### src/rtl/penalized_coordinate_threshold_defines.svh
// Assertion macros shared by the penalized coordinate threshold RTL.
`ifndef PENALIZED_COORDINATE_THRESHOLD_DEFINES_SVH
`define PENALIZED_COORDINATE_THRESHOLD_DEFINES_SVH

// same-cycle implication, disabled in reset
`define PCT_ASSERT_IMP(lbl, ante, cons) \
    lbl: assert property (@(posedge i_clk) disable iff (!i_rst_n) (ante) |-> (cons)) \
        else $error("same-cycle implication failed");

// next-cycle implication, disabled in reset
`define PCT_ASSERT_NXT(lbl, ante, cons) \
    lbl: assert property (@(posedge i_clk) disable iff (!i_rst_n) (ante) |=> (cons)) \
        else $error("next-cycle implication failed");

`endif

### src/rtl/pct_pkg.sv
// Package: codes, types and constants of the penalized coordinate threshold.
`timescale 1ns / 1ps
`default_nettype none
package pct_pkg;
    localparam int VALUE_WIDTH = 32;
    localparam int FRAC_BITS   = 16;
    localparam int DIV_STEPS   = VALUE_WIDTH + FRAC_BITS;

    localparam logic [1:0] MODE_SOFT = 2'd0;
    localparam logic [1:0] MODE_MCP  = 2'd1;
    localparam logic [1:0] MODE_SCAD = 2'd2;

    localparam logic [1:0] REG_MODE   = 2'd0;
    localparam logic [1:0] REG_LAMBDA = 2'd1;
    localparam logic [1:0] REG_GAMMA  = 2'd2;
    localparam logic [1:0] REG_ALPHA  = 2'd3;

    typedef enum logic [2:0] {C_LAM, C_PROD, C_BAND, C_DIV, C_DONE} t_cfg_state;
    typedef enum logic [1:0] {OP_RECIP_M, OP_RECIP_S, OP_THR} t_div_op;

    typedef struct packed {
        logic        busy;
        logic [1:0]  mode;
        logic [30:0] lambda;
        logic [30:0] lam1;
        logic [31:0] one_lam2;
        logic [31:0] fac_m;
        logic [31:0] fac_s;
        logic [32:0] band_m;
        logic [32:0] band_1;
        logic [32:0] band_s;
        logic [32:0] thr;
    } t_derived;

    typedef struct packed {
        logic [46:0] rem;
        logic [47:0] dvd;
        logic [47:0] quo;
        logic [46:0] den;
        logic        neg;
        logic        zero;
        logic        byp;
        logic [31:0] bmag;
    } t_div_beat;
endpackage
`default_nettype wire

### src/rtl/pct_div_cell.sv
// One restoring-division cell: settles one quotient bit and hands on the beat.
`timescale 1ns / 1ps
`default_nettype none
module pct_div_cell (
    input  wire logic              i_clk,
    input  wire logic              i_rst_n,
    input  wire logic              i_en,
    input  wire logic              i_valid,
    input  wire pct_pkg::t_div_beat i_beat,
    output logic                   o_valid,
    output pct_pkg::t_div_beat     o_beat
);
    logic               r_valid;
    pct_pkg::t_div_beat r_beat;
    pct_pkg::t_div_beat n_beat;
    logic [47:0]        w_sh;
    logic               w_ge;

    always_comb begin
        w_sh   = {i_beat.rem, i_beat.dvd[47]};
        w_ge   = (w_sh >= {1'b0, i_beat.den});
        n_beat = i_beat;
        n_beat.rem = w_ge ? 47'(w_sh - {1'b0, i_beat.den}) : w_sh[46:0];
        n_beat.dvd = {i_beat.dvd[46:0], 1'b0};
        n_beat.quo = {i_beat.quo[46:0], w_ge};
    end

    always_ff @(posedge i_clk) begin
        if (!i_rst_n) begin
            r_valid <= 1'b0;
        end else if (i_en) begin
            r_valid <= i_valid;
        end
    end

    always_ff @(posedge i_clk) begin
        if (i_en) begin
            r_beat <= n_beat;
        end
    end

    assign o_valid = r_valid;
    assign o_beat  = r_beat;
endmodule
`default_nettype wire

### config.mk
export PLATFORM = sky130hd
export DESIGN_NAME = pct_div_cell
export DESIGN_NICKNAME = d
export VERILOG_FILES = /design/src/rtl/penalized_coordinate_threshold_defines.svh /design/src/rtl/pct_pkg.sv /design/src/rtl/pct_div_cell.sv
export SDC_FILE = /design/constraint.sdc
export NUM_CORES = 1
export LEC_CHECK = 0
export ABC_AREA = 0
export BUFFER_PORTS_ARGS = -buffer_cell sky130_fd_sc_hd__buf_2
export CORE_AREA = 5 5 175 177
export CTS_CLUSTER_DIAMETER = 30
export CTS_CLUSTER_SIZE = 30
export DETAILED_ROUTE_END_ITERATION = 10
export DIE_AREA = 0 0 180 182
export PLACE_DENSITY_LB_ADDON = 0.08
export SYNTH_ARGS = -nofsm -noshare
export SYNTH_HDL_FRONTEND = slang
export SYNTH_SLANG_ARGS = --single-unit
### constraint.sdc
create_clock -name i_clk -period 5.8 [get_ports i_clk]
set_input_delay 0.87 -clock i_clk [delete_from_list [all_inputs] [get_ports i_clk]]
set_output_delay 0.87 -clock i_clk [all_outputs]
set_load 0.005 [all_outputs]
==> flow_summary.json, run 1 <==
{
  "ctsResizeCount": 0,
  "status": "finished, final reports clean",
  "fin_crit_sh_pct": 58.61,
  "coreArea_sq_um": 29090,
  "path_cells": "buf_2 > inv_1 > ha_1 > nor2b_1 > o31a_1 > o21ai_1 > a21bo_2 > a31oi_4 > o21ai_4 > buf_4 > a211oi_1 > a21o_1",
  "ir_drop_uv": 196.0,
  "stdcell_count": 1722,
  "startpoint": "i_beat[37]",
  "dieArea_sq_um": 32760,
  "critical_path_peak_fanout": 50,
  "nNetsFinal": 1565,
  "cp_slowest_cell": "buf_4",
  "drt_pass1_iterations": 4,
  "overflow": 0,
  "cts_tree": "built",
  "hold_viol": 0,
  "reg2reg_to": "o_valid$_SDFFE_PN0P_",
  "dp_hpwl_mm": 26.45,
  "max_slew_margin_pct": 35.24,
  "dp.cells": 1624,
  "path_class": "in -> reg",
  "slowest_delay_ps": 490,
  "grt_pass1_vias": 8290,
  "min_to": "o_beat[29]$_DFFE_PP_",
  "clockBufferDepth": 3,
  "p_leak_nw": 6.517,
  "synth_seq_area_share_pct": 65.29,
  "layout_commonest_cell": "buf_2",
  "ys.flop_type": "edfxtp_1",
  "critPathArrivalTime_ps": 3690,
  "place_congestion": 0.9055,
  "drc_errors": 0,
  "maxSlewViolCount": 0,
  "busiest_layer": "met2",
  "synth_fp_nets": 1082,
  "reg2regPathDepth": 2,
  "wl_mm": 33.50,
  "startpoint_type": "input port",
  "worstMarginPinSlew_ps": 971.4,
  "grt_usage_pct": 19.45,
  "whs_path_depth": 1,
  "grt_max_degree": 124,
  "rows": 63,
  "fin_skew_ps": 0,
  "seq_area_sq_um": 6746,
  "die_y_um": 182,
  "ys_async_sr_fraction_pct": 0,
  "use_met3_pct": 6.971,
  "drive_gt1_share_pct": 41.80,
  "multi_input_area_sq_um": 3227,
  "r2r_slack_ps": 5200,
  "hold_buffers": 0,
  "yosysWarningCount": 0,
  "placed_cell_area_sq_um": 13010,
  "insertion_delay_ps": 540,
  "drt_iter0_markers": 347,
  "synth_area_per_cell_sq_um": 12.84,
  "port_buffers": 452,
  "synthCells": 805,
  "synth_edf_count": 224,
  "period_needed_ps": 3399,
  "final_design_area_no_fill_sq_um": 14860,
  "synth-seq-cells": 225,
  "rsz0062_at_grt": "no",
  "ios": 455,
  "antenna_found_initial": 8,
  "min_path_type": "in -> reg",
  "area_growth_pct": 43.77,
  "grt_use_met1_pct": 22.81,
  "powerDensity_nw_per_um2": 389.9,
  "post-cts-setup-buffers": 0,
  "clock.fmax_ghz": 0.2942,
  "most-common-layout-cells": "buf_2 (451), edfxtp_1 (224), nand2_1 (79)",
  "vias_per_cell": 4.789,
  "synth_cell_types": 70,
  "vias": 8246,
  "ctsHtreeMaxLevel": 2,
  "path_delay_family": "compound AO/OA/AOI/OAI gates",
  "endpoint_kind": "flop",
  "start_util_pct": 35.53,
  "cts_made_buffers": 52,
  "syn_area_sq_um": 10330,
  "r2r_start": "o_valid$_SDFFE_PN0P_",
  "root_buffer": "clkbuf_16",
  "cts_num_sinks": 225,
  "nFillCells": 2673,
  "setup_viol": 0,
  "wl_per_cell_um": 19.45,
  "hold_start": "i_beat[29]",
  "die_x_um": 180,
  "setup_tns_ps": 0,
  "path_clk_slew_ps": 50,
  "cap_violations": 0,
  "drtAntennaViolNets": 0,
  "grt_pass1_wl_mm": 49.47,
  "required_ps": 6090,
  "use_met2_pct": 33.06,
  "crit_buf_inv": 3
}
## synth_stat cells (all sizes together) (2+ instances only)
library cell / count / share of area (%)
nor2b: 6 / 0.36
o21ai: 61 / 3.1
nor4: 4 / 0.30
o211a: 2 / 0.19
nor3: 18 / 0.92
ha: 47 / 5.7
clkbuf: 13 / 0.48
a211o: 2 / 0.17
mux2: 2 / 0.22
buf: 13 / 0.71
a311oi: 3 / 0.25
xnor2: 16 / 1.4
a21boi: 5 / 0.36
nor2: 38 / 1.4
or2: 4 / 0.24
a21o: 15 / 1.1
or3: 5 / 0.30
o31a: 4 / 0.34
o21bai: 7 / 0.51
o41ai: 3 / 0.33
nand4: 11 / 0.67
o31ai: 13 / 0.94
a211oi: 9 / 0.65
nand2: 79 / 2.9
inv: 63 / 2.3
nand3: 16 / 0.77
o2111ai: 3 / 0.25
a21oi: 51 / 2.5
and3: 6 / 0.36
and2: 2 / 0.12
a31oi: 7 / 0.57
o221ai: 2 / 0.17
a31o: 3 / 0.25
o211ai: 5 / 0.36
o21a: 11 / 0.80
xor2: 13 / 1.1
edfxtp: 224 / 65
## report_power, final
group / internal, mW / total (mW) / leakage, nW / switching (mW)
logic: 0.313 / 0.731 / 3.43 / 0.418
clock network: 2.12 / 3.05 / 0.889 / 0.923
registers: 1.98 / 2.02 / 2.20 / 0.0328
total: 4.42 / 5.79 / 6.52 / 1.37
## sequential cells by signal (all words and copies together), names as in the netlist
name and cells:
o_beat 224, o_valid 1
## worst reg2reg max path, delay by kind of cell (launching register included)
family,cells,cell delay [ps]
and+or+nand+nor,1,150
DFF,1,320
muxes,1,70
## cell families (layout without fill, tap and decap cells)
| kind of cell | count (synthesis) | count (layout) | share of synthesized area, % |
|---|---|---|---|
| other | 1 | 3 | 0.03629 |
| DFF | 225 | 225 | 65.29 |
| and+or+nand+nor | 193 | 193 | 8.621 |
| adders and majority gates | 48 | 48 | 5.884 |
| xor gates and xnor gates | 29 | 29 | 2.458 |
| AOI/OAI and AO/OA | 217 | 217 | 13.91 |
| buffers and inverters | 89 | 614 | 3.487 |
| muxes | 3 | 3 | 0.3148 |
## routing by layer
metal | wire length, um | vias to the layer above | share of wire [%]
met1 | 13220 | 3811 | 39
li1 | - | 4022 | -
met5 | 71 | - | 0.21
met3 | 2746 | 71 | 8.2
met4 | 1000 | 12 | 3.0
met2 | 16460 | 330 | 49
## layout make-up
type                       instances  area share, %
inverter                          63          1.592
sequential                       225          45.41
tap                              390          3.284
clock inverter                    34          3.276
multi-input combinational        491          21.72
timing repair buffer             455          15.53
clock buffer                      62          9.154
antenna                            2        0.03369
## how the worst max path moves through the flow
stage	endpoint	slack [ps]	cells past startpoint
3_3_place_gp	o_beat[181]$_DFFE_PP_	1780	13
2_1_floorplan	o_beat[221]$_DFFE_PP_	2650	11
3_5_place_dp	o_beat[181]$_DFFE_PP_	1790	13
6_report	o_beat[181]$_DFFE_PP_	2400	12
5_1_grt	o_beat[181]$_DFFE_PP_	2140	13
4_1_cts	o_beat[181]$_DFFE_PP_	2350	13
## through the flow
stage / power, mW / setup WS [ps] / util [%] / hold WS, ps
global placement: 2.780 / 1780 / 44.71 / 497.8
floorplan: 2.402 / 2649 / - / 507.3
detailed placement: 2.786 / 1795 / 44.71 / 536.9
finish: 5.792 / 2401 / 51.08 / 503.8
CTS: 5.872 / 2353 / 51.06 / 477.0
global route: 6.049 / 2141 / 51.08 / 474.5
(Power assumes the default switching activity.)
==> inputs of run 2 (changes only) <==
- CORE_AREA: 5 5 175 177 -> 5 5 172 174
- DIE_AREA: 0 0 180 182 -> 0 0 177 179
- clock period: 5.8 -> 3.4 ns (I/O delays scaled with it)
==> flow_summary.json, run 2 (synthesis gave the netlist of run 1 again) <==
{
  "most-common-layout-cells": "buf_2 (451), edfxtp_1 (224), nand2_1 (79)",
  "port_buffers": 452,
  "cts_num_sinks": 225,
  "cap_violations": 0,
  "insertion_delay_ps": 540,
  "period_needed_ps": 2730,
  "antenna_found_initial": 14,
  "vias_per_cell": 4.800,
  "min_path_type": "in -> reg",
  "fin_crit_sh_pct": 80.31,
  "ios": 455,
  "hold_buffers": 0,
  "rsz0062_at_grt": "no",
  "grt_max_degree": 79,
  "coreArea_sq_um": 27630,
  "cp_slowest_cell": "fa_1",
  "rows": 61,
  "clockBufferDepth": 3,
  "endpoint_kind": "flop",
  "post-cts-setup-buffers": 0,
  "grt_usage_pct": 19.93,
  "wl_per_cell_um": 19.38,
  "drc_errors": 0,
  "die_y_um": 179,
  "root_buffer": "clkbuf_16",
  "cts_tree": "built",
  "wl_mm": 33.57,
  "area_growth_pct": 44.71,
  "p_leak_nw": 6.594,
  "drtAntennaViolNets": 0,
  "path_clk_slew_ps": 50,
  "crit_buf_inv": 1,
  "fin_skew_ps": 0,
  "vias": 8313,
  "startpoint_type": "input port",
  "cts_made_buffers": 52,
  "ctsHtreeMaxLevel": 2,
  "critical_path_peak_fanout": 4,
  "dp_hpwl_mm": 26.85,
  "drive_gt1_share_pct": 42.73,
  "nFillCells": 2535,
  "path_cells": "buf_2 > ha_1 > fa_1 > nor2b_1 > o31a_1 > o21ai_1 > a21bo_2 > a211oi_1 > o211ai_1 > a211oi_1 > a311oi_1",
  "setup_tns_ps": 0,
  "layout_commonest_cell": "buf_2",
  "ctsResizeCount": 0,
  "die_x_um": 177,
  "path_class": "in -> reg",
  "max_slew_margin_pct": 61.43,
  "drt_iter0_markers": 433,
  "nNetsFinal": 1583,
  "required_ps": 3670,
  "hold_viol": 0,
  "grt_pass1_vias": 8083,
  "start_util_pct": 37.40,
  "ir_drop_uv": 366.7,
  "status": "finished, final reports clean",
  "critPathMostFrequentCell": "a211oi_1",
  "critPathArrivalTime_ps": 3000,
  "dieArea_sq_um": 31680,
  "drt_pass1_iterations": 5,
  "path_delay_family": "compound AO/OA/AOI/OAI gates",
  "clock.fmax_ghz": 0.3662,
  "finalPower_mw": 9.696,
  "slowest_delay_ps": 400,
  "powerDensity_nw_per_um2": 648.4,
  "overflow": 0,
  "maxSlewViolCount": 0,
  "largest_reg_flops": 224,
  "place_congestion": 0.8248,
  "worstMarginPinSlew_ps": 572.6,
  "setup_viol": 0,
  "grt_pass1_wl_mm": 48.20
}
run 2: worst paths after layout:
check                  startpoint               endpoint  slack (ps)  cells past startpoint
max                    i_beat[35]  o_beat[222]$_DFFE_PP_         670                     11
min                   i_beat[108]  o_beat[109]$_DFFE_PP_         140                      1
max reg2reg  o_valid$_SDFFE_PN0P_   o_valid$_SDFFE_PN0P_        2820                      2
min reg2reg  o_valid$_SDFFE_PN0P_   o_valid$_SDFFE_PN0P_         510                      2
run 2: metal layers:
metal	track usage (%)	wire [um]
met1	22.65	12530
met2	35.68	17160
met3	6.917	3012
met4	5.609	750
met5	0	120
run 2: per-stage QoR:
step	utilization (%)	std cells	area [sq um]	setup WS (ps)	hold WS (ps)
6_report	54.13	1732	14950	669.6	139.5
5_1_grt	54.11	1730	14950	529.4	114.9
4_1_cts	54.07	1726	14940	682.1	115.6
3_5_place_dp	47.64	1630	13160	125.5	506.4
3_3_place_gp	47.64	1630	13160	120.2	500.3
2_1_floorplan	-	805	10330	608.8	507.3
run 2: area by class of cell:
cell class | instances | area [sq um] | area share [%]
diodes | 6 | 15.01 | 0.1004
clock buffers | 57 | 1341 | 8.969
clock inverters | 39 | 435.4 | 2.912
inverters | 63 | 236.5 | 1.581
multi-input cells | 491 | 3227 | 21.58
flip-flops and latches | 225 | 6746 | 45.11
well taps | 378 | 473.0 | 3.163
repair buffers | 473 | 2480 | 16.58
run 2: worst register-to-register path, cell delays in order (launching register included):
cell and delay [ps]:
dfxtp_1 300, mux2i_1 120, nor2b_1 60
run 2: where the power goes:
part / internal, mW / switching, mW
Combinational: 0.565 / 0.729
Clock: 3.43 / 1.53
Sequential: 3.38 / 0.0551
==> inputs of run 3 (changes only) <==
- CORE_AREA: 5 5 172 174 -> 5 5 176 178
- DIE_AREA: 0 0 177 179 -> 0 0 181 183
- clock period: 3.4 -> 2.4 ns (I/O delays scaled with it)
==> flow_summary.json, run 3 (synthesis gave the netlist of run 1 again) <==
{
  "ctsHtreeMaxLevel": 2,
  "stdcell_count": 2095,
  "hold_start": "i_rst_n",
  "overflow": 0,
  "multi_input_area_sq_um": 3595,
  "worstMarginPinSlew_ps": 552.0,
  "startpoint": "i_beat[50]",
  "vias_per_cell": 4.682,
  "setup_viol": 0,
  "startpoint_type": "input port",
  "wl_per_cell_um": 18.73,
  "ios": 455,
  "post-route-util_pct": 63.67,
  "drt_pass1_iterations": 5,
  "grt_pass1_vias": 10200,
  "root_buffer": "clkbuf_16",
  "insertion_delay_ps": 550,
  "r2r_start": "o_valid$_SDFFE_PN0P_",
  "path_clk_slew_ps": 50,
  "maxSlewViolCount": 0,
  "nFillCells": 2313,
  "vias": 9809,
  "seq_area_sq_um": 6746,
  "cap_violations": 0,
  "critPathArrivalTime_ps": 2700,
  "reg2reg_to": "o_valid$_SDFFE_PN0P_",
  "finalPower_mw": 15.34,
  "fin_crit_sh_pct": 97.46,
  "ir_drop_uv": 641.1,
  "critical_path_peak_fanout": 6,
  "drt_iter0_markers": 434,
  "status": "finished, final reports clean",
  "r2r_slack_ps": 1790,
  "min_path_type": "in -> reg",
  "p_leak_nw": 8.297,
  "place_congestion": 0.9324,
  "drtAntennaViolNets": 0,
  "min_to": "o_valid$_SDFFE_PN0P_",
  "area_growth_pct": 80.18,
  "max_slew_margin_pct": 62.81,
  "nNetsFinal": 1932,
  "cts_num_sinks": 225,
  "port_buffers": 452,
  "grt_max_degree": 63,
  "grt_usage_pct": 22.70,
  "largest_reg_flops": 224,
  "dieArea_sq_um": 33120,
  "required_ps": 2760,
  "most-common-layout-cells": "buf_2 (450), edfxtp_1 (224), buf_4 (195)",
  "endpoint_kind": "flop",
  "die_y_um": 183,
  "clockBufferDepth": 3,
  "rows": 63,
  "path_class": "in -> reg",
  "dp.cells": 1819,
  "hold_viol": 0,
  "cts_made_buffers": 55,
  "fin_skew_ps": 0,
  "period_needed_ps": 2339,
  "wl_mm": 39.24,
  "drive_gt1_share_pct": 48.06,
  "holdWs_ps": 26.26,
  "cts_tree": "built",
  "grt_pass1_wl_mm": 58.82,
  "start_util_pct": 35.34,
  "coreArea_sq_um": 29240,
  "clock.fmax_ghz": 0.4275,
  "layout_commonest_cell": "buf_2",
  "reg2regPathDepth": 2,
  "antenna_found_initial": 8,
  "powerDensity_nw_per_um2": 824.0,
  "whs_path_depth": 2,
  "setup_tns_ps": 0,
  "die_x_um": 181,
  "drc_errors": 0,
  "dp_hpwl_mm": 28.92
}
run 3: through the flow:
step                      setup slack [ps]  area (sq um)
after floorplan                     -126.3         10570
after global routing                -10.70         18620
after global placement              -557.4         14750
final                                61.01         18620
after detailed placement            -578.4         14750
after CTS                            18.78         18390
run 3: what timing repair did:
item                       4_1_cts  5_1_grt
hold endpoints to repair       165        0
hold buffers                   165        0
setup buffers                    0        4
resized for setup                0       38
setup endpoints to repair        0       28
run 3: layout make-up:
type | count | share of cell area, %
repair buffers | 819 | 29.77
multi-input cells | 491 | 19.31
well taps | 390 | 2.621
inverters | 63 | 1.337
flip-flops and latches | 225 | 36.23
clock inverters | 43 | 3.192
diodes | 5 | 0.06720
clock buffers | 59 | 7.473
run 3: report_power, final:
group,total [mW],internal [mW],switching (mW)
Combinational,2.55,1.33,1.23
Sequential,4.89,4.79,0.101
Clock,7.90,5.58,2.32
run 3: critical path, stage by stage:
cell and delay (ps):
buf_2 90, inv_1 40, ha_2 370, nand4_1 100, buf_4 170, nor4_4 330
a21bo_4 300, a211oi_4 310, o211ai_1 190, buf_4 170, a311oi_2 260
run 3: how the worst max path moves through the flow:
stage | end | slack, ps | cells past startpoint
2_1_floorplan | o_beat[201]$_DFFE_PP_ | -130 | 11
4_1_cts | o_beat[218]$_DFFE_PP_ | 20 | 12
6_report | o_beat[222]$_DFFE_PP_ | 60 | 11
3_5_place_dp | o_beat[198]$_DFFE_PP_ | -580 | 13
3_3_place_gp | o_beat[198]$_DFFE_PP_ | -560 | 13
5_1_grt | o_beat[222]$_DFFE_PP_ | -10 | 11
run 3: routing by layer:
layer / global-route usage [%] / up-vias / wire length (um)
met5: 0 / - / 52
met4: 9.907 / 6 / 1779
met3: 6.267 / 96 / 2643
met2: 40.32 / 378 / 19890
met1: 25.76 / 4562 / 14870
li1: - / 4767 / -
